### config.mk
export PLATFORM = sky130hd
export DESIGN_NAME = csc_iter
export DESIGN_NICKNAME = d
export VERILOG_FILES = /design/src/rtl/core/csc_pkg.sv /design/src/rtl/core/csc_iter.sv
export SDC_FILE = /design/constraint.sdc
export NUM_CORES = 2
export LEC_CHECK = 0
export ABC_CLOCK_PERIOD_IN_PS = 4200
export BUFFER_PORTS_ARGS = -buffer_cell sky130_fd_sc_hd__buf_4
export CAP_MARGIN = 20
export CORE_UTILIZATION = 60
export DETAILED_ROUTE_END_ITERATION = 10
export GPL_ROUTABILITY_DRIVEN = 0
export PLACE_DENSITY = 0.77
export SYNTH_ARGS = -nofsm -noshare
export SYNTH_HDL_FRONTEND = slang
export SYNTH_SLANG_ARGS = --single-unit
### constraint.sdc
create_clock -name clk_i -period 4.2 [get_ports clk_i]
set_input_delay 0.42 -clock clk_i [delete_from_list [all_inputs] [get_ports clk_i]]
set_output_delay 0.42 -clock clk_i [all_outputs]
set_load 0.005 [all_outputs]
### src/rtl/core/csc_pkg.sv
// Shared constants, types and register codes for the column-pair score block.
package csc_pkg;

  localparam int unsigned MAX_ROWS   = 8;
  localparam int unsigned SYM_W      = 3;
  localparam int unsigned COL_W      = SYM_W * MAX_ROWS;
  localparam int unsigned ROW_W      = 4;
  localparam int unsigned SIM_W      = 8;
  localparam int unsigned TBL_W      = 16 * SIM_W;
  localparam int unsigned PROB_W     = 16;
  localparam int unsigned WGT_W      = 16;
  localparam int unsigned SCORE_W    = 20;
  localparam int unsigned LCNT_W     = $clog2(MAX_ROWS + 1);
  localparam int unsigned LSUM_W     = SIM_W + LCNT_W;
  localparam int unsigned CNT_W      = $clog2(MAX_ROWS * MAX_ROWS + 1);
  localparam int unsigned SUM_W      = SIM_W + CNT_W;
  localparam int unsigned PROD_W     = 2 * PROB_W;
  localparam int unsigned SQ_STEPS   = PROD_W / 2;
  localparam int unsigned ITER       = (SUM_W > SQ_STEPS) ? SUM_W : SQ_STEPS;
  localparam int unsigned REM_W      = CNT_W + 1;
  localparam int unsigned SQR_W      = SQ_STEPS + 2;
  localparam int unsigned CFG_IDX_W  = 3;
  localparam int unsigned CFG_DATA_W = 64;

  typedef enum logic [CFG_IDX_W-1:0] {
    CFG_SIM_LOW   = 3'd0,
    CFG_SIM_HIGH  = 3'd1,
    CFG_WEIGHT    = 3'd2,
    CFG_ROWS_A    = 3'd3,
    CFG_ROWS_B    = 3'd4
  } cfg_idx_e;

  typedef struct packed {
    logic                    valid;
    logic [ITER-1:0]         div_n;
    logic [REM_W-1:0]        div_r;
    logic [ITER-1:0]         div_q;
    logic [CNT_W-1:0]        pairs;
    logic                    neg;
    logic [PROD_W-1:0]       sq_v0;
    logic [SQR_W-1:0]        sq_r0;
    logic [SQ_STEPS-1:0]     sq_q0;
    logic [PROD_W-1:0]       sq_v1;
    logic [SQR_W-1:0]        sq_r1;
    logic [SQ_STEPS-1:0]     sq_q1;
  } csc_iter_t;

endpackage

### src/rtl/core/csc_iter.sv
// Iteration pipeline: one divide bit and one digit of each of the two square roots per stage.
module csc_iter (
  input  logic               clk_i,
  input  logic               rst_ni,
  input  logic               en_i,
  input  csc_pkg::csc_iter_t in_i,
  output csc_pkg::csc_iter_t out_o
);
  import csc_pkg::*;

  csc_iter_t stg_q [ITER];

  function automatic csc_iter_t step(csc_iter_t s);
    csc_iter_t        o;
    logic [REM_W-1:0] t;
    logic [SQR_W-1:0] t0, t1, tr0, tr1;
    o = s;
    t = {s.div_r[REM_W-2:0], s.div_n[ITER-1]};
    o.div_n = {s.div_n[ITER-2:0], 1'b0};
    if (t >= REM_W'(s.pairs)) begin
      o.div_r = t - REM_W'(s.pairs);
      o.div_q = {s.div_q[ITER-2:0], 1'b1};
    end else begin
      o.div_r = t;
      o.div_q = {s.div_q[ITER-2:0], 1'b0};
    end
    t0  = {s.sq_r0[SQR_W-3:0], s.sq_v0[PROD_W-1 -: 2]};
    tr0 = {s.sq_q0, 2'b01};
    o.sq_v0 = {s.sq_v0[PROD_W-3:0], 2'b00};
    if (t0 >= tr0) begin
      o.sq_r0 = t0 - tr0;
      o.sq_q0 = {s.sq_q0[SQ_STEPS-2:0], 1'b1};
    end else begin
      o.sq_r0 = t0;
      o.sq_q0 = {s.sq_q0[SQ_STEPS-2:0], 1'b0};
    end
    t1  = {s.sq_r1[SQR_W-3:0], s.sq_v1[PROD_W-1 -: 2]};
    tr1 = {s.sq_q1, 2'b01};
    o.sq_v1 = {s.sq_v1[PROD_W-3:0], 2'b00};
    if (t1 >= tr1) begin
      o.sq_r1 = t1 - tr1;
      o.sq_q1 = {s.sq_q1[SQ_STEPS-2:0], 1'b1};
    end else begin
      o.sq_r1 = t1;
      o.sq_q1 = {s.sq_q1[SQ_STEPS-2:0], 1'b0};
    end
    return o;
  endfunction

  always_ff @(posedge clk_i or negedge rst_ni) begin
    if (!rst_ni) begin
      for (int i = 0; i < ITER; i++) stg_q[i] <= '0;
    end else if (en_i) begin
      stg_q[0] <= step(in_i);
      for (int i = 1; i < ITER; i++) stg_q[i] <= step(stg_q[i-1]);
    end
  end

  assign out_o = stg_q[ITER-1];
endmodule

# Yosys cells after proc, flatten, opt, wreduce, memory -nomap -nowiden
# Cells that the tools add are included.
# totals
reg_bits	2126
inputBits	184
out_inout_bits	181
wordCells	333
# op_classes
add_sub_neg	48
n_lt_le_gt_ge	48
mux	48
# ops
op	count
32-bit two-way mux	30
18-bit greater-or-equal comparator	32
16-bit subtractor	30
23-bit two-way mux	15
8-bit by 7-bit greater-or-equal comparator with 1-bit output	16
7-bit subtractor	15
34-bit two-way mux	2
18-bit subtractor	2
24-bit two-way mux	1
8-bit by 7-bit subtractor with 8-bit output	1

# Depth between registers and ports, before layout
# depth
depth_word	2
ltp_mapped	12

# Least setup slack after synthesis
# OpenSTA, ideal clock, no wires.
# synth_path
path_kind	input-to-reg
from	input in_i[0] in the netlist's numbering
to	register stg_q[2739] in the netlist's numbering
arrival_time_ps	2372
required_ps	4063
setup_slack_ps	1691
path_stages	12
n_path_buf	2
path_cell_list	inv_1 -> ha_1 -> nor2b_1 -> o31a_1 -> o31ai_4 -> a21o_2 -> o311ai_4 -> o22ai_2 -> buf_6 -> buf_6 -> mux2i_1 -> a21oi_1
# synth_between
elab_chain_len	2
elab_cells_between_ends	3
# synth_lines
element	line	source
start, declared	csc_iter.sv:6	input csc_pkg::csc_iter_t in_i,
16-bit subtractor or 18-bit greater-or-equal comparator (tied branches)	csc_iter.sv:41, csc_iter.sv:40	
32-bit two-way mux *	csc_iter.sv:40	if (t1 >= tr1) begin
end, declared	csc_iter.sv:11	csc_iter_t stg_q [ITER];
# Every way passes the cells marked *; elsewhere a longest branch is shown, timed or not.
# A chain may end at the register's enable or synchronous reset.

# Worst setup path after layout
# layout_path
from	register stg_q[202] in the netlist's numbering
to	register stg_q, in the netlist out_o[31]
# layout_between
elab_chain_len	2
elab_cells_between_ends	3
# layout_lines
element	line
18-bit subtractor or 18-bit greater-or-equal comparator (tied branches)	csc_iter.sv:41, csc_iter.sv:40
34-bit two-way mux *	csc_iter.sv:40
# Marks and branches as above.

==> summary.md <==
The run finished with clean final reports. Global routing finished with a remaining overflow of 0. The vertical extent of the die is 431 um, and the synthesis warning total is 0. The tools report the root buffer selected by CTS as sky130_fd_sc_hd__clkbuf_16. The post-synthesis average cell area is 9.94 um^2. Overall power consumption after layout is estimated at 0.0978 W. After legalization and detailed placement, the total HPWL measured 188 mm. In this run, CTS created clock tree buffers numbering 202. The total power density per cell area works out to 801 nW/um^2.

For this configuration, the core starts out at a cell density of 60.7%. Total leakage power: 54.4 nW. The logs give 82500 for the via count of the first global-routing pass and 93 for the number of distinct standard cells referenced by the synthesized netlist. The tools report the worst relative slew slack as 29.0%.

The area growth from synthesis to layout is 10.8%. The clock passes through at most 3 buffers. The commonest cells after synthesis are sky130_fd_sc_hd__dfrtp_1 (2021), sky130_fd_sc_hd__a21oi_1 (997), sky130_fd_sc_hd__o21ai_0 (951). Timing analysis after detailed placement gives a worst setup slack of 1.04 ns. The routed layout has 81900 vias. In the post-synthesis netlist, the biggest area contributors are sky130_fd_sc_hd__dfrtp_1 (46%), sky130_fd_sc_hd__mux2_2 (7.8%), sky130_fd_sc_hd__ha_1 (7.8%). The tools report the setup violation total in the final timing report as 0. The worst min-delay path class was in -> reg. The initial antenna violation count was 12; the share of final-layout standard cells stronger than drive strength 1 was 14.5%. 365 I/O pins were placed. After layout, the worst path uses 77.1% of the clock period. The run gives 12200 as the post-layout net count. After synthesis, the share of flip-flops with an asynchronous set or reset is 100%. Setup repair after global routing left no endpoint under its margin. The area of the core region was 182000 um^2. For this run, design rule violations remaining after detail routing come to 0. The smallest clock period supported by the final layout is computed as 3.24 ns. For the worst setup path, the data required time is 4.89 ns. The number of failing hold endpoints at the final stage came out at 0. At the pin with the least slew margin, the transition time is 1.06 ns. After layout, the worst setup slack is 0.964 ns.

TritonCTS built the clock tree. The worst setup path is launched from a register. The mapped netlist covers 110000 um^2. The timing-limited maximum frequency is 0.309 GHz, and the post-CTS setup buffer count is 0. The routed design has 266 mm of wire. The clock sink count is 2021.

The number of gates resized after CTS was 0. The fraction of the yosys area taken by sequential cells was 45.9%; the die footprint was 185000 um^2. sky130_fd_sc_hd__dfrtp_1 takes more of the synthesized area than any other cell. For the cell count after synthesis, the log shows 11100. The worst setup path is captured at a register. For the total instance count after detailed placement, the log shows 13300. The most used flip-flop cell after synthesis is sky130_fd_sc_hd__dfrtp_1. The top cell type by area accounts for 45.9% of the synthesized area.

The first global-routing pass estimated 431 mm of wire. The width of the die was 431 um. The flip-flop and latch count after synthesis was 2021; the clock skew after layout was 0.0485 ns. Before antenna repair, the detailed router went through 6 iterations. The arrival time at the worst endpoint is 3.92 ns.

The clock insertion delay at the later pin of the skew report is 0.85 ns, and the final routed wire length divided by cell count is 19.2 um. The max-slew violation total from the final report came out at 0. The detail route stage leaves a number of antenna-violating nets equal to 0. The first routing iteration left 6290 violations.

The critical path class was reg -> reg. The biggest fanout along the worst timing path is 19, and the number of enable flip-flop cells after synthesis is 0. In the routed layout, each cell is associated on average with a via count of 5.92. Global routing consumed, over all layers together, 28.4% of the routing resources. The most numerous cell in the Yosys netlist is sky130_fd_sc_hd__dfrtp_1. The tool flagged a number of max-cap violations equal to 0. The post-CTS clock slew at the launch and capture registers of the worst setup and hold paths is 0.06 ns.

In this run the number of H-tree levels came out at 4. Across the VDD grid, the largest voltage drop is 0.000494 V. After routing, the total negative slack on setup checks comes to 0 ns. The tools report the standard-cell row count as 156. The port buffer count is 263, and the total of hold buffers inserted after clock tree synthesis is 149. The largest net degree at the start of global routing is 206. The finished layout holds 13800 standard cells, fillers aside.
==> cells by family after synthesis <==
group                    after synthesis  share of synthesized area, %
AO/OA/AOI/OAI                       2687                          14.5
multiplexers                        1152                          11.3
other                                  1                       0.00340
XOR/XNOR                             489                          3.89
flip-flops                          2021                          45.9
adder cells (fa/ha/maj)              704                          8.10
AND/OR/NAND/NOR                     2582                          10.5
buffers and inverters               1457                          5.88
==> state kept, by name, indices dropped and copies added (netlist names) <==
signal	flops
stg_q	1920
out_o	101
==> report_power, final <==
group / internal [W] / total [W] / switching (W)
sequential: 0.0261 / 0.0316 / 0.00554
clock: 0.0109 / 0.0188 / 0.00795
combinational: 0.0214 / 0.0474 / 0.0260
total: 0.0584 / 0.0978 / 0.0394
==> critical path, stage by stage, from the launching register on <==
cell	delay, ns
sky130_fd_sc_hd__dfrtp_1	0.41
sky130_fd_sc_hd__ha_1	0.38
sky130_fd_sc_hd__a211oi_1	0.27
sky130_fd_sc_hd__o22ai_1	0.17
sky130_fd_sc_hd__nor3_2	0.25
sky130_fd_sc_hd__o31ai_2	0.13
sky130_fd_sc_hd__a31oi_2	0.87
sky130_fd_sc_hd__buf_4	0.30
sky130_fd_sc_hd__a21oi_1	0.06
sky130_fd_sc_hd__a21oi_1	0.16
sky130_fd_sc_hd__a21oi_1	0.09
==> routing by layer <==
metal	vias up	track usage [%]	share of wire, %
met2	2508	49.0	50
met1	40100	35.6	40
li1	38500	-	-
met5	-	0	0.014
met3	772	3.42	4.8
met4	6	13.6	5.0
==> final timing paths <==
check / from / slack [ns] / to / cells past startpoint
worst min register to register: stg_q[1091] / 0.47 / stg_q[911] / 2
max in group asynchronous: rst_ni / 2.56 / stg_q[1168] / 3
worst min-delay path: in_i[130] / 0.06 / stg_q[2797] / 4
worst max register to register: stg_q[202] / 0.96 / out_o[31] / 10
worst max-delay path: stg_q[202] / 0.96 / out_o[31] / 10
min in group asynchronous: rst_ni / 0.25 / stg_q[1469] / 2
==> area by class of cell <==
cell class / instances / area (um^2)
Clock buffer: 292 / 5880
Inverter: 829 / 3110
Antenna cell: 8 / 20.0
Clock inverter: 74 / 1150
Sequential cell: 2021 / 50600
Tap cell: 2370 / 2970
Fill cell: 13200 / 59400
Multi-Input combinational cell: 7694 / 53500
Timing Repair Buffer: 534 / 4890
==> cells in the final DEF, fill, tap and decap left out, types with 38 or more instances in the layout <==
cell,netlist,final
sky130_fd_sc_hd__xor2_1,161,161
sky130_fd_sc_hd__clkbuf_1,369,41
sky130_fd_sc_hd__inv_1,829,828
sky130_fd_sc_hd__clkbuf_16,0,202
sky130_fd_sc_hd__o211ai_1,76,76
sky130_fd_sc_hd__clkbuf_8,0,49
sky130_fd_sc_hd__nor2_1,886,886
sky130_fd_sc_hd__a21oi_1,997,997
sky130_fd_sc_hd__o21bai_1,38,38
sky130_fd_sc_hd__mux2i_1,386,386
sky130_fd_sc_hd__dlygate4sd3_1,0,149
sky130_fd_sc_hd__nand4_1,81,81
sky130_fd_sc_hd__nand2b_1,87,87
sky130_fd_sc_hd__or2_2,53,53
sky130_fd_sc_hd__conb_1,1,80
sky130_fd_sc_hd__nor2b_1,99,99
sky130_fd_sc_hd__xnor2_1,328,328
sky130_fd_sc_hd__buf_4,188,345
sky130_fd_sc_hd__dfrtp_1,2021,2021
sky130_fd_sc_hd__and3_1,53,53
sky130_fd_sc_hd__ha_1,688,688
sky130_fd_sc_hd__a21o_1,157,157
sky130_fd_sc_hd__mux2_2,766,766
sky130_fd_sc_hd__or3_1,56,56
sky130_fd_sc_hd__nand3_1,127,127
sky130_fd_sc_hd__nand2_1,907,907
sky130_fd_sc_hd__nor3_1,114,114
sky130_fd_sc_hd__a31oi_1,81,80
sky130_fd_sc_hd__o21ai_0,951,951
sky130_fd_sc_hd__o21a_1,71,71
sky130_fd_sc_hd__a211oi_1,52,52
==> through the flow <==
step | util [%] | area, um^2 | hold slack (ns)
finish | 67.3 | 122000 | 0.0566
global route | 67.3 | 122000 | 0.0433
CTS | 67.2 | 122000 | 0.00765
detailed placement | 62.5 | 114000 | 0.464
global placement | 62.5 | 114000 | 0.461
floorplan | - | 111000 | 0.124
Power figures use the tool's default switching activity.
