`src/rtl/core/csc_pkg.sv`:
```
// Shared constants, types and register codes for the column-pair score block.
package csc_pkg;

  localparam int unsigned MAX_ROWS   = 8;
  localparam int unsigned SYM_W      = 3;
  localparam int unsigned COL_W      = SYM_W * MAX_ROWS;
  localparam int unsigned ROW_W      = 4;
  localparam int unsigned SIM_W      = 8;
  localparam int unsigned TBL_W      = 16 * SIM_W;
  localparam int unsigned PROB_W     = 16;
  localparam int unsigned WGT_W      = 16;
  localparam int unsigned SCORE_W    = 20;
  localparam int unsigned LCNT_W     = $clog2(MAX_ROWS + 1);
  localparam int unsigned LSUM_W     = SIM_W + LCNT_W;
  localparam int unsigned CNT_W      = $clog2(MAX_ROWS * MAX_ROWS + 1);
  localparam int unsigned SUM_W      = SIM_W + CNT_W;
  localparam int unsigned PROD_W     = 2 * PROB_W;
  localparam int unsigned SQ_STEPS   = PROD_W / 2;
  localparam int unsigned ITER       = (SUM_W > SQ_STEPS) ? SUM_W : SQ_STEPS;
  localparam int unsigned REM_W      = CNT_W + 1;
  localparam int unsigned SQR_W      = SQ_STEPS + 2;
  localparam int unsigned CFG_IDX_W  = 3;
  localparam int unsigned CFG_DATA_W = 64;

  typedef enum logic [CFG_IDX_W-1:0] {
    CFG_SIM_LOW   = 3'd0,
    CFG_SIM_HIGH  = 3'd1,
    CFG_WEIGHT    = 3'd2,
    CFG_ROWS_A    = 3'd3,
    CFG_ROWS_B    = 3'd4
  } cfg_idx_e;

  typedef struct packed {
    logic                    valid;
    logic [ITER-1:0]         div_n;
    logic [REM_W-1:0]        div_r;
    logic [ITER-1:0]         div_q;
    logic [CNT_W-1:0]        pairs;
    logic                    neg;
    logic [PROD_W-1:0]       sq_v0;
    logic [SQR_W-1:0]        sq_r0;
    logic [SQ_STEPS-1:0]     sq_q0;
    logic [PROD_W-1:0]       sq_v1;
    logic [SQR_W-1:0]        sq_r1;
    logic [SQ_STEPS-1:0]     sq_q1;
  } csc_iter_t;

endpackage

```
`src/rtl/core/csc_merge.sv`:
```
// Merge stage: adds lane sums and counts, splits sum into sign and magnitude.
module csc_merge (
  input  logic                          clk_i,
  input  logic                          en_i,
  input  logic signed [csc_pkg::LSUM_W-1:0] sum_i [csc_pkg::MAX_ROWS],
  input  logic [csc_pkg::LCNT_W-1:0]    cnt_i [csc_pkg::MAX_ROWS],
  output logic [csc_pkg::ITER-1:0]      mag_o,
  output logic                          neg_o,
  output logic [csc_pkg::CNT_W-1:0]     pairs_o
);
  import csc_pkg::*;

  logic signed [SUM_W-1:0] tot;
  logic [CNT_W-1:0]        cnt;
  logic [SUM_W-1:0]        mag;

  always_comb begin
    tot = '0;
    cnt = '0;
    for (int k = 0; k < MAX_ROWS; k++) begin
      tot = tot + SUM_W'(sum_i[k]);
      cnt = cnt + CNT_W'(cnt_i[k]);
    end
    mag = tot[SUM_W-1] ? SUM_W'(-tot) : SUM_W'(tot);
  end

  always_ff @(posedge clk_i) begin
    if (en_i) begin
      mag_o   <= ITER'(mag);
      neg_o   <= tot[SUM_W-1];
      pairs_o <= cnt;
    end
  end
endmodule

```
`config.mk`:
```
export PLATFORM = sky130hd
export DESIGN_NAME = csc_merge
export DESIGN_NICKNAME = d
export VERILOG_FILES = /design/src/rtl/core/csc_pkg.sv /design/src/rtl/core/csc_merge.sv
export SDC_FILE = /design/constraint.sdc
export NUM_CORES = 1
export LEC_CHECK = 0
export BUFFER_PORTS_ARGS = -buffer_cell sky130_fd_sc_hd__buf_2
export CORE_AREA = 10 10 101 103
export DETAILED_ROUTE_END_ITERATION = 10
export DIE_AREA = 0 0 111 113
export HOLD_SLACK_MARGIN = 0.05
export MAX_ROUTING_LAYER = met4
export PLACE_DENSITY = 0.83
export SYNTH_ARGS = -nofsm -noshare
export SYNTH_HDL_FRONTEND = slang
export SYNTH_SLANG_ARGS = --single-unit
```
`constraint.sdc`:
```
create_clock -name clk_i -period 7.55 [get_ports clk_i]
set_input_delay 0.755 -clock clk_i [delete_from_list [all_inputs] [get_ports clk_i]]
set_output_delay 0.755 -clock clk_i [all_outputs]
set_load 0.05 [all_outputs]
```
# Yosys cells after proc, flatten, opt, wreduce, memory -nomap -nowiden
# Index checks and enable logic that the tools add are counted.
# word_totals
output_inout_bits,24
word_cells,20
input_bits,130
register_bits,23
# op_classes
muxes,1
n_addsub,15
# op_table
cell,n
15-bit by 12-bit adder with 15-bit output,4
7-bit by 4-bit adder with 7-bit output,4
14-bit by 12-bit adder with 15-bit output,1
15-bit negator,1
13-bit by 12-bit adder with 14-bit output,1
14-bit 2-to-1 mux,1
12-bit by 12-bit adder with 13-bit output,1
6-bit by 4-bit adder with 7-bit output,1
5-bit by 4-bit adder with 6-bit output,1
4-bit by 4-bit adder with 5-bit output,1

# Logic depth before layout (Yosys ltp)
# Gate-level depths: netlist (run 1).
# depth
ltp_word,9
ltp_mapped,20
ltp_nobuf,19

# Worst setup path before layout (run 1)
# OpenSTA, ideal clock, no wires.
# synth_path
kind,input -> register
startpoint,in sum_i[2] in the netlist's numbering
endpoint,reg mag_o[13] in the netlist's numbering (data pin)
t_required_ps,7287
setup_ps,263
t_arrival_ps,5011
stages,20
path_slack_ps,2277
n_path_buf,1
path_cell_list,inv_1 fa_1 inv_1 fa_1 fa_1 inv_1 fa_1 inv_1 ha_1 inv_1 fa_1 nand2b_1 a211oi_4 o21ai_2 o21ai_1 a21oi_2 xnor2_2 buf_6 o41ai_2 xnor2_1
# synth_via
elab_cells_between_ends,3
classes_between,add/sub (2); mux (1)
# synth_rtl
item,line,source
start: declaration,csc_merge.sv:5,"input logic signed [csc_pkg::LSUM_W-1:0] sum_i [csc_pkg::MAX_ROWS],"
15-bit by 12-bit adder with 15-bit output,csc_merge.sv:21,tot = tot + SUM_W'(sum_i[k]);
named net tot[14],csc_merge.sv:13,logic signed [SUM_W-1:0] tot;
14-bit 2-to-1 mux,csc_merge.sv:24,mag = tot[SUM_W-1] ? SUM_W'(-tot) : SUM_W'(tot);
named net mag[13],csc_merge.sv:15,logic [SUM_W-1:0] mag;
end signal: assignment,csc_merge.sv:29,mag_o <= ITER'(mag);
end: declaration,csc_merge.sv:7,"output logic [csc_pkg::ITER-1:0] mag_o,"
# The timed path passes the listed nets, and every way through them passes these cells.
# A chain may end at the register's enable or synchronous reset.

# Worst setup path after layout (run 1)
# layout_path
startpoint,in sum_i[2] in the netlist's numbering
endpoint,reg mag_o[12] in the netlist's numbering (data pin)
# layout_via
elab_chain_len,3
# layout_lines
item,line
15-bit by 12-bit adder with 15-bit output *,csc_merge.sv:21
15-bit negator,csc_merge.sv:24
14-bit 2-to-1 mux *,csc_merge.sv:24
named net mag[12],csc_merge.sv:15
# The timed path passes the listed nets; every way through them passes the cells marked *.

==> metrics.yaml, run 1 <==
yosys:
  yosys-top-cells-area: "fa_1 (44%), inv_1 (16%), edfxtp_1 (15%)"
  synth_seq_cells: 23
  yosysSeqAreaShare_pct: 15.41
  syn_area_per_cell_um2: 9.913
  ys_types: 44
  synth.top_cell.area_share_pct: 43.79
  syn-instance-count: 452
  yosysWarningCount: 0
  yosys.area.top_type: "fa_1"
  syn-num-nets: 703
  netlist_area_um2: 4481
critical_path:
  crit_path_end_kind: "flop"
  cp_max_fo: 16
  setup.worst_path.start: "sum_i[2]"
  arrival_ps: 5720
  start_kind: "primary input"
  critPathRequiredTime_ps: 7560
  crit_type: "primary input to flop"
global_route:
  grt_pass1_vias: 3839
  grt_overflow: 0
  grt_pass1_wl_mm: 16.14
  antenna_found_initial: 0
  grt_max_degree: 24
  grt_usage_pct: 15.38
floorplanning:
  initial_utilization_pct: 55.08
  dieWidth_um: 111
  chipHeight_um: 113
  io_pins: 154
  die-area_um2: 12540
  core_um2: 8134
  fp-row-count: 33
min_path:
  hold_start: "cnt_i[28]"
  holdPathEnd: "pairs_o[0]"
  hold_path_depth: 3
  min_path_type: "primary input to flop"
timing:
  tns_ps: 0
  slew_violations: 0
  min_period_over_period_pct: 75.59
  rsz0062_at_grt: "no"
  fin_crit_ps: 5707
  fin_hold_ws_ps: 892.5
  finalSetupViolCount: 0
  tightest_slew_ps: 646.7
  relSlewSlack_pct: 56.68
  hold_viol_final: 0
  max_freq_ghz: 0.1752
layout:
  final_cell_mix: "inv_1 (196), buf_2 (152), fa_1 (98), ha_1 (23), edfxtp_1 (23)"
  fill_cells: 644
  synthToLayoutAreaGrowth_pct: 20.41
  layout_commonest_cell: "inv_1"
  drive_gt1_share_pct: 28.26
  nets: 857
  fin_cells: 710
  fin_util_pct: 66.33
  n_antenna_cell: 0
placement:
  io_buffers: 152
  place_inst: 706
  hpwl_mm: 8.730
  gp_congestion: 0.8379
clock_tree:
  clk_pin_slew_ps: 80
  cts_hold_buf: 0
  cts_buffers: 3
  htreeDepth: 1
  cts-resized-gates: 0
  cts_tree: "built"
  cts_sinks: 23
  post_cts_buffers: 0
  clockRootBuffer: "clkbuf_8"
  cts_buffer_depth: 2
detailed_routing:
  drc: 0
  via_count: 3241
  ant_nets: 0
  first_pass_iters: 4
  vias_per_cell: 4.565
  drt-wirelength-per-cell_um: 12.89
  drt-total-wl_mm: 9.155
  drt_iter0_drc: 124
outcome:
  status: "complete, no violations"
flow_run:
  max_cap_viol_count: 0
## worst max-delay path by stage
stage	to	slack [ps]	cells past startpoint
floorplan	mag_o[13]	2280	20
global placement	mag_o[3]	1710	20
detailed placement	mag_o[12]	1580	20
CTS	mag_o[12]	1810	20
global route	mag_o[12]	1560	20
finish	mag_o[12]	1840	20
## stage by stage
| stage | instance area [µm²] | setup WS, ps |
|---|---|---|
| after detailed placement | 5349 | 1585 |
| after floorplan | 4481 | 2277 |
| after CTS | 5395 | 1812 |
| after global routing | 5395 | 1561 |
| final | 5395 | 1843 |
| after global placement | 5349 | 1715 |
## cell usage after synthesis (all sizes together)
cell type  instances
nor4               1
o31ai              3
a21boi             1
and2               1
nand3              1
inv              196
o21a               1
a22oi              1
a41o               1
nor3               2
xnor2             20
fa                98
buf                3
a21oi             10
nor4b              1
nor3b              3
xor2               7
nor2b              2
a21o               2
nand2             11
conb               1
and3               2
a211o              1
ha                23
nand3b             3
edfxtp            23
o41ai              1
a211oi             4
a22o               1
nor2              10
nand2b             4
and2b              1
o21ai             13
## state kept, by name, summed over array words and instances (netlist names)
name and cells:
neg_o 1, mag_o 15, pairs_o 7
## worst max-delay path, stage by stage
cell,delay [ps]
buf_2,70
inv_1,50
fa_1,530
inv_1,60
fa_1,510
fa_1,560
inv_1,60
fa_1,470
inv_1,70
ha_1,200
inv_1,70
fa_1,400
nand2b_1,220
a211oi_4,290
o21ai_2,140
o21ai_1,180
a21oi_2,100
xnor2_2,540
o21ai_0,260
xnor2_1,170
## layer usage
metal	global-route usage, %	vias up	routed length [µm]
met4	1.823	0	95
li1	-	1577	-
met2	30.54	95	5338
met5	-	-	0
met1	15.84	1561	3367
met3	2.536	8	354
## final cells by class
type | count | area (µm²) | share of cell area (%)
clock buffers | 3 | 41.29 | 0.7653
multi-input cells | 230 | 3030 | 56.17
well taps | 105 | 131.4 | 2.435
inverters | 196 | 735.7 | 13.64
flip-flops and latches | 23 | 690.7 | 12.80
clock inverters | 1 | 5.005 | 0.09276
repair buffers | 152 | 760.7 | 14.10
## cells by family (layout without fill, tap and decap cells)
group	Yosys count	in the layout	share of synthesized area (%)
buffers and inverters	199	352	16.95
adders and majority gates	121	121	50.21
and+or+nand+nor	42	42	5.445
AOI/OAI and AO/OA	39	39	6.451
xor gates and xnor gates	27	27	5.446
DFF	23	23	15.41
other	1	1	0.08370
Power of run 1 is not shown: default switching activity piles up to over one toggle a cycle in this logic, so the estimate is an artifact.
==> run 2: changes to the inputs <==
CORE_AREA = 10 10 109 111   (was 10 10 101 103)
DIE_AREA = 0 0 119 121   (was 0 0 111 113)
PLACE_DENSITY = 0.74   (was 0.83)
clock period = 4.7 ns   (was 7.55 ns; I/O delays follow)
==> run 2 against run 1 <==
The flow now finishes with violations (setup timing). First-iteration DRC count is 18% higher. Design area is 9.9% higher. Via count is 5.2% higher. Flip-flop and latch count stayed put. Global-route usage is 1.5 points lower. Wire length is 4.3% higher. Cell count is 9.4% higher. Critical endpoint is now mag_o[13]. Highest routed layer unchanged.
==> metrics.yaml, run 2 (synthesis results as in run 1) <==
outcome:
  status: "complete, but fails checks"
  violations: "setup timing"
critical_path:
  critPathSlowestCell: "fa_1"
  path_cells: "buf_6 -> inv_2 -> fa_1 -> inv_2 -> fa_1 -> fa_1 -> inv_2 -> fa_1 -> inv_1 -> ha_2 -> inv_2 -> fa_2 -> nand2b_4 -> a211oi_4 -> buf_4 -> a211oi_2 -> xor2_1 -> nand3_2 -> o41ai_2 -> xnor2_1"
  start_kind: "primary input"
  cp.depth: 20
  cp_max_fo: 3
  crit_path_end_kind: "flop"
  critPathBufInv: 7
  arrival_ps: 4760
  crit_type: "primary input to flop"
  cpPeakStageDelay_ps: 550
  critPathRequiredTime_ps: 4720
  crit_family: "adder cells"
floorplanning:
  fp-row-count: 36
  core_um2: 9639
  io_pins: 154
  die-area_um2: 14400
  dieWidth_um: 119
  initial_utilization_pct: 46.48
  chipHeight_um: 121
layout:
  nets: 896
  top_register: "mag_o"
  final_cell_mix: "inv_1 (190), buf_2 (150), fa_1 (96), buf_4 (36), edfxtp_1 (23)"
  largest_reg_flops: 15
  fin_util_pct: 61.53
  drive_gt1_share_pct: 37.11
  reg_top3: "mag_o x15, pairs_o x7, neg_o x1"
  synthToLayoutAreaGrowth_pct: 32.37
  n_antenna_cell: 0
  layout_commonest_cell: "inv_1"
detailed_routing:
  drc: 0
  first_pass_iters: 4
  vias_per_cell: 4.389
  drt_iter0_drc: 146
  via_count: 3410
  ant_nets: 0
  drt-wirelength-per-cell_um: 12.29
  drt-total-wl_mm: 9.552
placement:
  gp_congestion: 0.8769
  hpwl_mm: 8.873
  io_buffers: 152
global_route:
  grt_pass1_vias: 3969
  antenna_found_initial: 0
  grt_pass1_wl_mm: 16.76
  grt_overflow: 0
  grt_max_degree: 24
  grt_usage_pct: 13.93
timing:
  fin_crit_ps: 4736
  slew_violations: 0
  min_period_over_period_pct: 100.8
  tightest_slew_ps: 528.9
  hold_viol_final: 0
  max_freq_ghz: 0.2111
  rsz0062_at_grt: "yes"
  relSlewSlack_pct: 64.74
  fin_ws_ps: -36.20
  finalSetupViolCount: 2
clock_tree:
  clk_pin_slew_ps: 80
  cts_tree: "built"
  clockRootBuffer: "clkbuf_8"
  cts_sinks: 23
  htreeDepth: 1
  cts_buffer_depth: 2
  cts_buffers: 3
min_path:
  hold_start: "cnt_i[28]"
  hold_path_depth: 3
  min_path_type: "primary input to flop"
  holdPathEnd: "pairs_o[0]"
flow_run:
  max_cap_viol_count: 0
[run 2: changes by cell type in the layout (fill, tap and decap cells not counted), sizes merged]
cell,change
clkbuf,+2
buf,+38
clkinv,-1
[run 2: worst max path at each step]
stage / start / to / slack (ps)
final: sum_i[26] / mag_o[13] / -40
after floorplan: sum_i[62] / mag_o[13] / -60
after detailed placement: sum_i[62] / mag_o[13] / -420
after global placement: sum_i[62] / mag_o[13] / -280
after CTS: sum_i[26] / mag_o[13] / -50
after global routing: sum_i[26] / mag_o[13] / -230
[run 2: metal layers]
metal | vias to the layer above | routed length [µm] | GRT usage, %
met5 | - | 0 | -
met3 | 6 | 346 | 1.908
li1 | 1654 | - | -
met1 | 1665 | 3545 | 14.48
met2 | 85 | 5569 | 27.52
met4 | 0 | 89 | 2.137
[run 2: cell type report]
type	count	area, µm²
Timing Repair Buffer	191	1100
Sequential cell	23	690.7
Multi-Input combinational cell	230	3186
Tap cell	133	166.4
Inverter	196	743.2
Clock buffer	4	45.04
Fill cell	847	3709
[run 2: what timing repair did]
action,4_1_cts,5_1_grt
setup endpoints to repair,13,14
gates resized for setup,9,30
gates cloned,0,1
hold buffers,0,0
pin swaps,10,9
buffers inserted,0,4
[run 2: through the flow]
step | hold WS (ps) | cell area [µm²] | setup WS, ps | cells | TNS (ps)
CTS | 622.1 | 5748 | -48.96 | 772 | -96.93
global route | 634.2 | 5931 | -231.1 | 777 | -2209
floorplan | 582.5 | 4501 | -56.47 | 452 | -248.8
global placement | 891.8 | 5672 | -277.0 | 768 | -3180
finish | 621.4 | 5931 | -36.20 | 777 | -48.53
detailed placement | 899.5 | 5672 | -421.2 | 768 | -4434
Power of run 2 is left out for the same reason.
==> run 3: changes to the inputs <==
CORE_AREA = 10 10 101 103   (was 10 10 109 111)
DIE_AREA = 0 0 111 113   (was 0 0 119 121)
PLACE_DENSITY = 0.83   (was 0.74)
clock period = 5.77 ns   (was 4.7 ns; I/O delays follow)
==> run 3 against run 2 <==
The flow now finishes without violations. Cell count shrank 8.5%. Flip-flop and latch count unchanged. Critical path depth grew 1. Via count is 4.2% lower. Hold slack improved by 110 ps. Non-clock buffer count decreased by 38. Sequential share of layout area rose by 1.1 points. Design area fell by 8.9%. First-iteration DRC count decreased by 19%. Die area is 13% lower. Global-route usage rose by 1.2 points. Largest cell class unchanged.
==> metrics.yaml, run 3 (synthesis results as in run 1) <==
detailed_routing:
  drt-total-wl_mm: 9.150
  via_count: 3268
  first_pass_iters: 4
  drt_iter0_drc: 118
  vias_per_cell: 4.596
  ant_nets: 0
  drc: 0
  drt-wirelength-per-cell_um: 12.87
clock_tree:
  cts_buffers: 3
  cts_buffer_depth: 2
  clk_pin_slew_ps: 80
  cts_tree: "built"
  cts_sinks: 23
  clockRootBuffer: "clkbuf_8"
  htreeDepth: 1
  cts_hold_buf: 0
  post_cts_buffers: 0
  cts-resized-gates: 0
timing:
  tns_ps: 0
  hold_viol_final: 0
  fin_crit_ps: 5177
  tightest_slew_ps: 515.5
  relSlewSlack_pct: 65.63
  rsz0062_at_grt: "no"
  slew_violations: 0
  max_freq_ghz: 0.1932
  finalSetupViolCount: 0
  min_period_over_period_pct: 89.73
critical_path:
  crit_path_end_kind: "flop"
  cp_max_fo: 16
  crit_type: "primary input to flop"
  arrival_ps: 5190
  critPathSlowestCell: "fa_1"
  start_kind: "primary input"
  critPathRequiredTime_ps: 5780
  path_cells: "buf_2 -> inv_1 -> fa_1 -> inv_1 -> fa_1 -> fa_1 -> inv_1 -> fa_1 -> inv_1 -> ha_1 -> inv_1 -> fa_1 -> nand2b_1 -> a211oi_4 -> o21ai_2 -> o21ai_1 -> a21oi_2 -> xnor2_2 -> buf_4 -> o21ai_0 -> xor2_1"
  cpPeakStageDelay_ps: 560
floorplanning:
  dieWidth_um: 111
  initial_utilization_pct: 55.08
  chipHeight_um: 113
  die-area_um2: 12540
  fp-row-count: 33
  io_pins: 154
  core_um2: 8134
layout:
  n_antenna_cell: 0
  drive_gt1_share_pct: 28.38
  nets: 858
  synthToLayoutAreaGrowth_pct: 20.58
  fin_cells: 711
  largest_reg_flops: 15
  fill_cells: 675
  top_register: "mag_o"
  design_area_um2: 5403
  final_cell_mix: "inv_1 (196), buf_2 (152), fa_1 (98), ha_1 (23), edfxtp_1 (23)"
  layout_commonest_cell: "inv_1"
  reg_top3: "mag_o x15, pairs_o x7, neg_o x1"
placement:
  placed_cell_area_um2: 5356
  gp_congestion: 0.8260
  hpwl_mm: 8.725
  place_inst: 707
  io_buffers: 152
global_route:
  grt_overflow: 0
  grt_usage_pct: 15.16
  grt_max_degree: 24
  antenna_found_initial: 0
  grt_pass1_wl_mm: 15.98
  grt_pass1_vias: 3806
outcome:
  status: "complete, no violations"
min_path:
  hold_path_depth: 3
  min_path_type: "primary input to flop"
  hold_start: "cnt_i[28]"
  holdPathEnd: "pairs_o[0]"
flow_run:
  max_cap_viol_count: 0
## run 3: cell types whose count changed in the layout (fill, tap and decap cells not counted), moves of 3 or more
cell / delta
nand2_4: -4
buf_6: -3
inv_1: +6
nand2_1: +5
buf_4: -35
o21ai_0: +3
inv_2: -5
## run 3: worst max path at each step
stage              from        end  cells past startpoint
4_1_cts        sum_i[2]   mag_o[3]                     21
2_1_floorplan  sum_i[2]  mag_o[13]                     20
6_report       sum_i[2]   mag_o[3]                     21
3_5_place_dp   sum_i[2]   mag_o[3]                     21
5_1_grt        sum_i[2]  mag_o[12]                     20
3_3_place_gp   sum_i[2]   mag_o[3]                     21
## run 3: cell type report
| class | count | area (µm²) | area share [%] |
|---|---|---|---|
| well taps | 105 | 131.4 | 2.432 |
| clock inverters | 1 | 5.005 | 0.09264 |
| inverters | 196 | 735.7 | 13.62 |
| clock buffers | 3 | 41.29 | 0.7642 |
| flip-flops and latches | 23 | 690.7 | 12.78 |
| repair buffers | 153 | 768.2 | 14.22 |
| multi-input cells | 230 | 3030 | 56.09 |
## run 3: worst max-delay path: cells and delay by family
kind,cells,cell delay [ps]
AO/OA/AOI/OAI,5,820
AND/OR/NAND/NOR,1,220
adder cells (fa/ha/maj),6,2670
buffers and inverters,7,600
XOR/XNOR,2,300
## run 3: routing by layer
metal	vias up	share of wire [%]	track usage [%]
li1	1580	-	-
met1	1603	37	15.69
met2	81	59	30.39
met3	4	3.8	2.536
met4	0	0.54	0.8681
met5	-	0	-
## run 3: metrics by stage
stage / utilization [%] / hold WS (ps) / setup WS [ps]
floorplan: - / 689.5 / 674.7
global placement: 65.85 / 998.6 / 442.3
detailed placement: 65.85 / 1004 / 298.1
CTS: 66.42 / 732.0 / 557.2
global route: 66.42 / 744.4 / 253.6
finish: 66.42 / 730.5 / 592.7
Power of run 3 is left out for the same reason.
