`src/rtl/core/csc_pkg.sv`:
```
// Shared constants, types and register codes for the column-pair score block.
package csc_pkg;

  localparam int unsigned MAX_ROWS   = 8;
  localparam int unsigned SYM_W      = 3;
  localparam int unsigned COL_W      = SYM_W * MAX_ROWS;
  localparam int unsigned ROW_W      = 4;
  localparam int unsigned SIM_W      = 8;
  localparam int unsigned TBL_W      = 16 * SIM_W;
  localparam int unsigned PROB_W     = 16;
  localparam int unsigned WGT_W      = 16;
  localparam int unsigned SCORE_W    = 20;
  localparam int unsigned LCNT_W     = $clog2(MAX_ROWS + 1);
  localparam int unsigned LSUM_W     = SIM_W + LCNT_W;
  localparam int unsigned CNT_W      = $clog2(MAX_ROWS * MAX_ROWS + 1);
  localparam int unsigned SUM_W      = SIM_W + CNT_W;
  localparam int unsigned PROD_W     = 2 * PROB_W;
  localparam int unsigned SQ_STEPS   = PROD_W / 2;
  localparam int unsigned ITER       = (SUM_W > SQ_STEPS) ? SUM_W : SQ_STEPS;
  localparam int unsigned REM_W      = CNT_W + 1;
  localparam int unsigned SQR_W      = SQ_STEPS + 2;
  localparam int unsigned CFG_IDX_W  = 3;
  localparam int unsigned CFG_DATA_W = 64;

  typedef enum logic [CFG_IDX_W-1:0] {
    CFG_SIM_LOW   = 3'd0,
    CFG_SIM_HIGH  = 3'd1,
    CFG_WEIGHT    = 3'd2,
    CFG_ROWS_A    = 3'd3,
    CFG_ROWS_B    = 3'd4
  } cfg_idx_e;

  typedef struct packed {
    logic                    valid;
    logic [ITER-1:0]         div_n;
    logic [REM_W-1:0]        div_r;
    logic [ITER-1:0]         div_q;
    logic [CNT_W-1:0]        pairs;
    logic                    neg;
    logic [PROD_W-1:0]       sq_v0;
    logic [SQR_W-1:0]        sq_r0;
    logic [SQ_STEPS-1:0]     sq_q0;
    logic [PROD_W-1:0]       sq_v1;
    logic [SQR_W-1:0]        sq_r1;
    logic [SQ_STEPS-1:0]     sq_q1;
  } csc_iter_t;

endpackage

```
`src/rtl/core/csc_lane.sv`:
```
// One row lane: scores one row of column A against every row of column B.
module csc_lane (
  input  logic                          clk_i,
  input  logic                          en_i,
  input  logic [csc_pkg::SYM_W-1:0]     sym_a_i,
  input  logic                          act_a_i,
  input  logic [csc_pkg::COL_W-1:0]     col_b_i,
  input  logic [csc_pkg::MAX_ROWS-1:0]  act_b_i,
  input  logic [csc_pkg::TBL_W-1:0]     sim_i,
  output logic signed [csc_pkg::LSUM_W-1:0] sum_o,
  output logic [csc_pkg::LCNT_W-1:0]    cnt_o
);
  import csc_pkg::*;

  logic signed [LSUM_W-1:0] sum_d;
  logic [LCNT_W-1:0]        cnt_d;

  always_comb begin
    logic [SYM_W-1:0] sb;
    logic [3:0]       idx;
    sum_d = '0;
    cnt_d = '0;
    for (int l = 0; l < MAX_ROWS; l++) begin
      sb  = col_b_i[l*SYM_W +: SYM_W];
      idx = {sym_a_i[1:0], sb[1:0]};
      if (act_a_i && !sym_a_i[2] && act_b_i[l] && !sb[2]) begin
        sum_d = sum_d + LSUM_W'($signed(sim_i[idx*SIM_W +: SIM_W]));
        cnt_d = cnt_d + LCNT_W'(1);
      end
    end
  end

  always_ff @(posedge clk_i) begin
    if (en_i) begin
      sum_o <= sum_d;
      cnt_o <= cnt_d;
    end
  end
endmodule

```
`config.mk`:
```
export PLATFORM = sky130hd
export DESIGN_NAME = csc_lane
export DESIGN_NICKNAME = d
export VERILOG_FILES = /design/src/rtl/core/csc_pkg.sv /design/src/rtl/core/csc_lane.sv
export SDC_FILE = /design/constraint.sdc
export NUM_CORES = 1
export LEC_CHECK = 0
export ABC_AREA = 1
export BUFFER_PORTS_ARGS = -buffer_cell sky130_fd_sc_hd__buf_2
export CAP_MARGIN = 15
export CORE_MARGIN = 10
export CORE_UTILIZATION = 28
export DETAILED_ROUTE_END_ITERATION = 12
export PLACE_DENSITY_LB_ADDON = 0.05
export SLEW_MARGIN = 30
export SYNTH_ARGS = -nofsm -noshare
export SYNTH_HDL_FRONTEND = slang
export SYNTH_SLANG_ARGS = --single-unit
```
`constraint.sdc`:
```
create_clock -name clk_i -period 22.3 [get_ports clk_i]
set_input_delay 4.46 -clock clk_i [delete_from_list [all_inputs] [get_ports clk_i]]
set_output_delay 4.46 -clock clk_i [all_outputs]
set_load 0.01 [all_outputs]
```
# [Word level (Yosys, flattened, before mapping)]
# Cells that the tools add are included.
[op_classes] add_sub_neg=14 n_shift=8 muxes=16 reduce_logical=26
[op_table] cell="$shiftx 128x8->8" count=8
[op_table] cell="$mux 12" count=8
[op_table] cell="$add 12x8->12" count=7
[op_table] cell="$add 4x1->4 const B" count=7
[op_table] cell="$mux 4" count=7
[op_table] cell="$logic_and 1x1->1" count=17
[op_table] cell="$logic_not 1->1" count=9
[op_table] cell="$mux 1" count=1
[word_totals] register_bits=16 input_bits=166 wordCells=66

# [Depth between registers and ports, before layout]
# Gate-level depths: netlist of the first run.
[depth] depth_word=19 depth_mapped=64 mapped_depth_nobuf=62

# [Worst setup path after synthesis of the first run]
# OpenSTA, ideal clock, no wires.
[synth_timing] path_kind="input -> register" startpoint="input port sym_a_i[0] in the netlist's numbering" endpoint="register sum_o[11] in the netlist's numbering (data pin)" setup_ns=0.252 t_arrival_ns=13.240 required_ns=22.048 path_slack_ns=8.808 path_stages=60 n_path_buf=5 cell_sequence="buf_2 -> buf_2 -> buf_2 -> clkbuf_1 -> clkbuf_1 -> o211ai_1 -> o211ai_1 -> nand2_1 -> ha_1 -> a21oi_1 -> nand2_1 -> or2_2 -> a21oi_1 -> inv_1 -> nand2_1 -> inv_1 -> ha_1 -> inv_1 -> (+24 left out) -> o21ai_0 -> inv_1 -> ha_1 -> nand2_1 -> o21ai_0 -> xnor2_1 -> o21ai_1 -> ha_1 -> a21oi_1 -> o21ai_0 -> nand2_1 -> nand2_1 -> a21oi_1 -> o21ai_0 -> nor2_1 -> inv_1 -> nand2_1 -> nand2_1"
[synth_between] elab_chain_len=16
[synth_lines] item="start: declaration" line="csc_lane.sv:5" source="input logic [csc_pkg::SYM_W-1:0] sym_a_i,"
[synth_lines] item="$shiftx 128x8->8" line="csc_lane.sv:27" source="sum_d = sum_d + LSUM_W'($signed(sim_i[idx*SIM_W +: SIM_W]));"
[synth_lines] item="$mux 12" line="csc_lane.sv:26" source="if (act_a_i && !sym_a_i[2] && act_b_i[l] && !sb[2]) begin"
[synth_lines] item="$add 12x8->12" line="csc_lane.sv:27"
[synth_lines] item="$mux 12" line="csc_lane.sv:26"
[synth_lines] item="$add 12x8->12" line="csc_lane.sv:27"
[synth_lines] item="$mux 12" line="csc_lane.sv:26"
[synth_lines] item="$add 12x8->12" line="csc_lane.sv:27"
[synth_lines] item="$mux 12" line="csc_lane.sv:26"
[synth_lines] item="$add 12x8->12" line="csc_lane.sv:27"
[synth_lines] item="$mux 12" line="csc_lane.sv:26"
[synth_lines] item="$add 12x8->12" line="csc_lane.sv:27"
[synth_lines] item="$mux 12" line="csc_lane.sv:26"
[synth_lines] item="$add 12x8->12" line="csc_lane.sv:27"
[synth_lines] item="$mux 12" line="csc_lane.sv:26"
[synth_lines] item="$add 12x8->12" line="csc_lane.sv:27"
[synth_lines] item="$mux 12 *" line="csc_lane.sv:26"
[synth_lines] item="named net sum_d[11]" line="csc_lane.sv:15" source="logic signed [LSUM_W-1:0] sum_d;"
[synth_lines] item="end signal: assignment" line="csc_lane.sv:35" source="sum_o <= sum_d;"
[synth_lines] item="end: declaration" line="csc_lane.sv:10" source="output logic signed [csc_pkg::LSUM_W-1:0] sum_o,"
# The timed path passes the listed nets; every way through them passes the cells marked *.
# A chain may end at the register's enable or synchronous reset.

# [Worst setup path in the final report of the first run]
# Same ends and word-level chain as after synthesis.

==> results of run 1 <==
-- per-layer routing --
metal	vias to the layer above	share of wire [%]	track usage (%)
met3	81	8.3	3.02
met4	2	2.3	5.74
met1	9020	46	34.7
li1	9537	-	-
met5	-	0.017	0
met2	862	43	37.3
-- per-stage QoR --
step,total power [W],cells,area (µm²),utilization [%]
6_report,0.000496,3426,15500,30.4
5_1_grt,0.000550,3426,15500,30.4
4_1_cts,0.000493,3424,15500,30.4
3_5_place_dp,0.000455,3420,15500,30.2
3_3_place_gp,0.000453,3420,15500,30.2
2_1_floorplan,0.000328,2778,14500,-
-- critical path: cells and delay by family --
| family | cells | cell delay [ns] |
|---|---|---|
| AOI/OAI and AO/OA | 18 | 3.17 |
| adders and majority gates | 7 | 2.45 |
| buffers and inverters | 11 | 1.97 |
| and+or+nand+nor | 19 | 1.92 |
| xor gates and xnor gates | 5 | 0.80 |
-- registers in the layout, indices dropped and copies added (netlist names) --
| register | count |
|---|---|
| sum_o | 12 |
| cnt_o | 4 |
-- cell usage after synthesis, drive strengths merged, types with 6 or more instances --
cell and count:
fa 7, buf 74, ha 81, nor3 12, nand2 504, o221ai 39, nor2 90, a21oi 477
or2 19, a31oi 8, o211ai 93, xor2 22, a21boi 6, nand3 362, and2 16, clkbuf 176
clkinv 6, o21ai 454, inv 274, xnor2 24, edfxtp 16
-- cell families (layout without fill, tap and decap cells) --
family                   after synthesis  in the layout
AO/OA/AOI/OAI                       1091           1091
XOR/XNOR                              46             46
adder cells (fa/ha/maj)               88             88
buffers and inverters                530            496
flip-flops                            16             16
other                                  0              2
AND/OR/NAND/NOR                     1007           1007
-- final timing paths --
kind	startpoint	endpoint	slack [ns]	cells after the start
setup / recovery	sym_a_i[0]	sum_o[11]	7.43	60
hold / removal	en_i	sum_o[1]	4.64	1
-- layout make-up --
cell class | instances | share of cell area (%)
Multi-Input combinational cell | 2232 | 76.7
Timing Repair Buffer | 212 | 7.42
Inverter | 280 | 6.79
Tap cell | 680 | 5.47
Sequential cell | 16 | 3.09
Clock buffer | 3 | 0.483
Antenna cell | 2 | 0.0322
Clock inverter | 1 | 0.0241
-- report_power, final --
group	internal, W	switching [W]
combinational	0.000136	0.000286
clock	0.0000238	0.0000110
sequential	0.0000382	0.000000765
total	0.000198	0.000298
==> results.md, run 1 <==
* Status: finished, final reports clean
* Post-synthesis cell area at between 10000 and 15000 µm²
* Initial antenna violation count at 7
* Crit-path max cell delay at 0.66 ns
* FILL cells at 5945
* # setup viols final at 0
* Final worst slack at roughly 7.4 ns
* Compound-Gate Fraction of Synth Area at between 40% and 50%
* DRC viols at 0
* Sequential area share after synthesis at around 3.3%
* Synth warnings at 0
* Crit Path Max Fanout at 55
* Synth area leaders: a21oi_1 16%, o21ai_0 15%, nand2_1 13%, nand3_1 12%, ha_1 7.0%
* CP endpoint kind: flip-flop
* Share of layout cells above drive strength 1 at 9.66%
* Critical path's slowest cell: buf_4
* GRT overflow at 0
* Register Area at slightly below 500 µm²
* RSZ-0062 raised after global routing: no
* Commonest non-fill, non-tap cell in the layout: nand2_1
* Post-synth EDFFs at 16
* DRT Pass-1 Iters at 6
* Setup Fix Bufs, Post-CTS at 0
* Vias in the first global route at around 18000
* Synth Area in Simple Gates at 30.5%
* Clock slew seen by the registers of the worst setup and hold paths at 0.05 ns
* 1st-iter DRT viols at ~2400
* Syn-to-layout area delta at 7.41%
* Largest net degree at the start of global routing at a little over 80
* Post-CTS Hold Fix Bufs at 0
* Setup TNS at 0 ns
* Initial Utilization at between 20% and 30%
* # nets final at roughly 3000
* Adder-Cell Fraction of Synth Area at about 8.0%
* Die height at 247 µm
* Pins Over Slew Limit at 0
* I/O pin count at about 180
* Final min period at between 10 and 15 ns
* Core box area at 51200 µm²
* Peak supply drop at roughly 28 µV
* Data arrival, critical path at between 10 and 15 ns
* Max-cap viol count at 0
* First-pass GRT wire length at approximately 110000 µm
* Hpwl dp at about 57000 µm
* Endpoints failing hold at 0
* Multi-input logic area at 11900 µm²
* # resized after CTS at 0
* Gr usage total at 24.1%
* DRT Wirelength at between 70000 and 80000 µm
* Gate Count Post-Synth at ~2800
* I/O Buffers at ~180
* Sink Count at 16
* Mux cell area share after synthesis at 0%
* Primary FF master, synth: edfxtp_1
* Synthesized area per cell at 5.21 µm²
* Period utilisation layout at between 60% and 70%
* Max-slew headroom at ~42%
* H-tree depth at 1
* Fmax at ~67 MHz
* Crit Path Category: input pin to flip-flop
* Area share of the largest cell type after synthesis at about 16%
* Worst Max-Slew Pin Slew at around 0.87 ns
* Top cell by count, worst path: nand2_1
* Antenna viol nets, final at 0
* Hold slack at 4.64 ns
* Most frequent cells in the layout: 502 x nand2_1, 477 x a21oi_1, 443 x o21ai_0
* Post-synth top area cell: a21oi_1
* Ys async rst share at 0%
* Syn Nets at between 3000 and 4000
* CTS tree: built
* Pre-CTS WS at between 7 and 8 ns
* Routability cong. at 0.943
* Distinct cells, synth at 46
* Flops & latches, synth at 16
* Root Buffer: clkbuf_16
* Cts bufs inserted at 3
* Worst EP required at roughly 22 ns
* Hold WC Path Type: input pin to flip-flop
* FP Rows at 83
* Die X at about 250 µm
* Largest family of logic cells by synthesized area: compound AO/OA/AOI/OAI gates
* Vias post-DR at 19502
* Xor/xnor share of the synthesized area at 3.02%
* Power Density at approximately 32 nW/µm²
* Maximum root-to-sink buffer count at 2
* Via/cell ratio at 5.69
* Crit path launch type: input pin
* WL/cell at between 20 and 25 µm
* Die ar. at just over 60000 µm²
* Lkg Pwr at about 7.3 nW
Note: power is estimated with default switching activity, not from simulation.
==> run 2, diff against run 1 <==
- clock period: 22.3 -> 14.6 ns (I/O delays scaled with it)
==> run 2 against run 1 <==
  * Clock power is 49% higher
  * Largest power group unchanged
  * Worst setup slack worse by 5.8 ns
  * Final area is 0.31% higher
  * Sequential power is 53% higher
  * Power is 53% higher
  * Via count is 0.53% lower
  * Wire length is 0.39% higher
==> results.md, run 2 (synthesis results as in run 1) <==
* I/O pin count at 182 (unchanged)
* Hold Crit Start: en_i
* # nets final at 3004 (+0.17%)
* CP endpoint kind: flip-flop
* Die X at 247 µm (unchanged)
* Seq pwr share at 7.9% (about the same)
* Sink Count at 16 (unchanged)
* Most frequent cells in the layout: 502 x nand2_1, 477 x a21oi_1, 443 x o21ai_0
* Worst Max-Slew Pin Slew at 0.921 ns (+0.0525 ns)
* Pins Over Slew Limit at 0 (unchanged)
* First-pass GRT wire length at 114000 µm (-0.88%)
* Gr usage total at 24.0% (-0.088 points)
* FP Rows at 83 (unchanged)
* Hpwl dp at 58600 µm (+2.5%)
* Core box area at 51200 µm² (unchanged)
* DRT Pass-1 Iters at 7 (+1)
* Multi-input logic area at 11900 µm² (unchanged)
* Status: finished, final reports clean
* Endpoints failing hold at 0 (unchanged)
* Fmax at 77.1 MHz
* NetSw at 0.000454 W (+53%)
* Met3 WL post-DR at 6940 µm (+9.4%)
* Die ar. at 61200 µm² (unchanged)
* Max Used Layer: met5
* GRT overflow at 0 (unchanged)
* I/O Buffers at 181 (unchanged)
* Logic gate share of total power at 85.3% (+0.2 points)
* Vias post-DR at 19398 (-0.53%)
* Final Cell Area at 15600 µm² (+0.31%)
* RSZ-0062 raised after global routing: no
* Routability cong. at 0.937 (-0.68%)
* CTS tree: built
* M1 WL at 34800 µm (-2.2%)
* Post-CTS Hold Fix Bufs at 0 (unchanged)
* Hold path depth at 1 (unchanged)
* Critical path's slowest cell: inv_2
* # resized after CTS at 0 (unchanged)
* Setup TNS at 0 ns (unchanged)
* CP bufs+invs at 11 (unchanged)
* Largest registers: sum_o x12, cnt_o x4
* Met2 WL post-DR at 33300 µm (+0.54%)
* Max-cap viol count at 0 (unchanged)
* Sw Ratio at 60.0% (-0.085 points)
* Crit Path Max Fanout at 56 (+1.8%)
* Root Buffer: clkbuf_16
* Period utilisation layout at between 80% and 90%
* Hold WC Path Type: input pin to flip-flop
* Clock power share at 6.8% (-0.2 points)
* Antenna viol nets, final at 0 (unchanged)
* Syn-to-layout area delta at 7.74%
* DRC viols at 0 (unchanged)
* Cts bufs inserted at 3 (unchanged)
* Initial Utilization at 28.3% (unchanged)
* Max-slew headroom at 38.6% (-3.5 points)
* Cell Area, Placed at 15500 µm² (+0.24%)
* Power Density at 48.5 nW/µm² (+52%)
* Vias in the first global route at 17693 (+0.98%)
* FILL cells at 5928 (-0.29%)
* Worst hold endpoint: sum_o[1]
* Crit-path max cell delay at 0.53 ns (-0.13 ns)
* Commonest non-fill, non-tap cell in the layout: nand2_1
* Register Area at 480 µm² (unchanged)
* DRT Wirelength at 77200 µm (+0.39%)
* Peak supply drop at 28.4 µV (+0.98%)
* Crit path launch type: input pin
* Setup Fix Bufs, Post-CTS at 0 (unchanged)
* 1st-iter DRT viols at 1970 (-19%)
* Lkg Pwr at 7.37 nW (+0.40%)
* Final Core Density at 30.5% (+0.093 points)
* Clock slew seen by the registers of the worst setup and hold paths at 0.05 ns (about the same)
* Share of layout cells above drive strength 1 at 9.90% (+0.24 points)
* Most flop-heavy register: sum_o
* WL/cell at 22.5 µm (+0.16%)
* Via/cell ratio at 5.65 (-0.77%)
* Crit Path Category: input pin to flip-flop
* Die height at 247 µm (unchanged)
* Final min period at 12.97 ns
* Max FFs per register at 12 (unchanged)
* Largest net degree at the start of global routing at 103 (+27%)
* # setup viols final at 0 (unchanged)
* Maximum root-to-sink buffer count at 2 (unchanged)
* Top cell by count, worst path: nand2_1
* Top delay family on crit path: compound AO/OA/AOI/OAI gates
* P_int at 0.000303 W (+53%)
* Initial antenna violation count at 13 (+6)
* Worst EP required at 14.60 ns (-7.71 ns)
* Data arrival, critical path at 12.97 ns (-1.91 ns)
* H-tree depth at 1 (unchanged)
run 2: routing by layer:
| metal | vias up | track usage, % |
|---|---|---|
| li1 | 9547 | - |
| met5 | - | 0 |
| met2 | 853 | 37.5 |
| met4 | 4 | 6.80 |
| met3 | 97 | 4.52 |
| met1 | 8897 | 33.0 |
run 2: power groups by stage:
stage	logic (W)	clock network, W	registers [W]
final	0.000646	0.0000517	0.0000596
after global routing	0.000725	0.0000550	0.0000601
after CTS	0.000640	0.0000534	0.0000598
after detailed placement	0.000636	0	0.0000606
after global placement	0.000633	0	0.0000604
after floorplan	0.000437	0	0.0000641
run 2: through the flow:
step | total power [W] | setup slack [ns] | hold slack (ns) | std cells
floorplan | 0.000501 | 2.65 | 3.03 | 2778
global placement | 0.000693 | 1.68 | 3.34 | 3425
detailed placement | 0.000697 | 1.39 | 3.34 | 3425
CTS | 0.000753 | 1.61 | 3.11 | 3428
global route | 0.000840 | 0.566 | 3.12 | 3433
finish | 0.000757 | 1.63 | 3.10 | 3434
run 2: how the worst max path moves through the flow:
stage | start | endpoint | slack [ns] | cells past startpoint
global route | col_b_i[0] | sum_o[11] | 0.57 | 61
CTS | col_b_i[4] | sum_o[11] | 1.61 | 57
finish | sym_a_i[0] | sum_o[11] | 1.63 | 58
global placement | sym_a_i[0] | sum_o[11] | 1.68 | 58
detailed placement | col_b_i[4] | sum_o[11] | 1.39 | 57
floorplan | sym_a_i[0] | sum_o[11] | 2.65 | 60
run 2: cell type report:
type / instances / share of cell area [%]
repair buffers: 217 / 7.66
multi-input cells: 2232 / 76.4
flip-flops and latches: 16 / 3.08
inverters: 280 / 6.77
diodes: 6 / 0.0963
clock buffers: 3 / 0.482
well taps: 680 / 5.46
==> run 3, diff against run 2 <==
- CORE_ASPECT_RATIO: not set -> 0.8
==> run 3 against run 2 <==
  * Clock power up 2%
  * Worst hold slack better by 0.016 ns
  * Cell count hardly changed
  * Critical path type unchanged
==> results.md, run 3 (synthesis results as in run 1) <==
* Data arrival, critical path at 13.11 ns (+0.14 ns)
* Crit-path max cell delay at 0.75 ns (+0.22 ns)
* DRT Wirelength at 78800 µm (+2.1%)
* FP Rows at 74 (-11%)
* WL/cell at 23.0 µm (+2.2%)
* Initial antenna violation count at 4 (-9)
* Post-CTS Hold Fix Bufs at 0 (unchanged)
* 1st-iter DRT viols at 2320 (+18%)
* CP endpoint kind: flip-flop
* GRT overflow at 0 (unchanged)
* Clock power share at 6.8% (about the same)
* Die ar. at 61200 µm² (about the same)
* Core box area at 51100 µm² (-0.17%)
* Hpwl dp at 58900 µm (+0.50%)
* # setup viols final at 0 (unchanged)
* DRT Pass-1 Iters at 5 (-2)
* Die X at 274 µm (+11%)
* Endpoints failing hold at 0 (unchanged)
* Crit Path Max Fanout at 46 (-18%)
* Sink Count at 16 (unchanged)
* RSZ-0062 raised after global routing: no
* Hold WC Path Type: input pin to flip-flop
* Final Cell Area at 15600 µm² (-0.14%)
* M1 WL at 36700 µm (+5.6%)
* Hold Crit Start: en_i
* Most frequent cells in the layout: 502 x nand2_1, 477 x a21oi_1, 443 x o21ai_0
* CP bufs+invs at 10 (-1)
* Routability cong. at 0.915 (-2.3%)
* Lkg Pwr at 7.36 nW (-0.15%)
* Crit Path Category: input pin to flip-flop
* Logic gate share of total power at 85.4% (about the same)
* Crit path launch type: input pin
* Worst hold endpoint: cnt_o[0]
* Largest registers: sum_o x12, cnt_o x4
* Root Buffer: clkbuf_16
* CTS tree: built
* Sw Ratio at 60.5% (+0.52 points)
* Period utilisation layout at 89.7% (+0.93 points)
* I/O Buffers at 181 (unchanged)
* Cell Area, Placed at 15500 µm² (about the same)
* Top cell by count, worst path: nand2_1
* Hold slack at 3.11 ns (+0.0157 ns)
* Final worst slack at 1.50 ns (-0.136 ns)
* Most flop-heavy register: sum_o
* Antenna viol nets, final at 0 (unchanged)
* FILL cells at 5889 (-0.66%)
* Met2 WL post-DR at 33000 µm (-0.92%)
* Gr usage total at 24.6% (+0.56 points)
* Via/cell ratio at 5.69 (+0.77%)
* Pre-CTS WS at 1.49 ns (+0.0926 ns)
* Largest net degree at the start of global routing at 102 (-0.97%)
* Clock slew seen by the registers of the worst setup and hold paths at 0.05 ns (about the same)
* Maximum root-to-sink buffer count at 2 (unchanged)
* # nets final at 3002 (-0.067%)
* Power Density at 49.3 nW/µm² (+1.5%)
* Setup Fix Bufs, Post-CTS at 0 (unchanged)
* Pins Over Slew Limit at 0 (unchanged)
* Max Used Layer: met5
* Commonest non-fill, non-tap cell in the layout: nand2_1
* Max-cap viol count at 0 (unchanged)
* Peak supply drop at 26.9 µV (-5.3%)
* Die height at 223 µm (-9.7%)
* Max FFs per register at 12 (unchanged)
* Syn-to-layout area delta at 7.58%
* DRC viols at 0 (unchanged)
* Critical path's slowest cell: clkinv_2
* Top delay family on crit path: compound AO/OA/AOI/OAI gates
* Setup TNS at 0 ns (unchanged)
* # resized after CTS at 0 (unchanged)
* NetSw at 0.000464 W (+2.2%)
* Initial Utilization at 28.3% (+0.049 points)
* Final min period at 13.10 ns (+0.136 ns)
* Hold path depth at 1 (unchanged)
* P_int at 0.000303 W (about the same)
* First-pass GRT wire length at 117000 µm (+2.8%)
* H-tree depth at 1 (unchanged)
* Final Core Density at 30.5% (about the same)
* Vias post-DR at 19536 (+0.71%)
* Cts bufs inserted at 3 (unchanged)
* Status: finished, final reports clean
* Share of layout cells above drive strength 1 at 9.91% (about the same)
* Vias in the first global route at 17807 (+0.64%)
* Worst Max-Slew Pin Slew at 0.984 ns (+0.0633 ns)
* Worst EP required at 14.61 ns (about the same)
* Seq pwr share at 7.7% (-0.2 points)
* Max-slew headroom at 34.3% (-4.3 points)
* Met3 WL post-DR at 6870 µm (-1.1%)
* Fmax at 76.3 MHz (-1.0%)
* I/O pin count at 182 (unchanged)
==> run 3: layout make-up <==
type / count / area, µm² / area share, %
multi-input combinational: 2232 / 11900 / 76.6
timing repair buffer: 215 / 1180 / 7.55
inverter: 280 / 1060 / 6.79
tap: 684 / 856 / 5.50
sequential: 16 / 480 / 3.09
clock buffer: 3 / 75.1 / 0.482
antenna: 2 / 5.00 / 0.0321
==> run 3: worst max-delay path by stage <==
stage / from / to / cells after the start
final: sym_a_i[0] / sum_o[11] / 58
after CTS: col_b_i[0] / sum_o[11] / 61
after floorplan: sym_a_i[0] / sum_o[11] / 60
after detailed placement: col_b_i[0] / sum_o[11] / 61
after global placement: col_b_i[4] / sum_o[11] / 58
after global routing: sym_a_i[0] / sum_o[11] / 58
==> run 3: routing by layer <==
metal	global-route usage, %	vias to the layer above
met4	6.83	6
met2	37.1	904
li1	-	9534
met5	0	-
met1	35.2	8987
met3	4.00	105
==> run 3: metrics by stage <==
stage | std cells | power (W)
final | 3432 | 0.000767
after global placement | 3427 | 0.000702
after global routing | 3430 | 0.000850
after floorplan | 2778 | 0.000501
after CTS | 3430 | 0.000760
after detailed placement | 3427 | 0.000703
==> run 3: power by group through the flow <==
stage	combinational [W]	clock (W)	sequential, W
6_report	0.000655	0.0000525	0.0000593
5_1_grt	0.000733	0.0000569	0.0000600
4_1_cts	0.000647	0.0000540	0.0000594
3_5_place_dp	0.000643	0	0.0000603
3_3_place_gp	0.000642	0	0.0000603
2_1_floorplan	0.000437	0	0.0000641
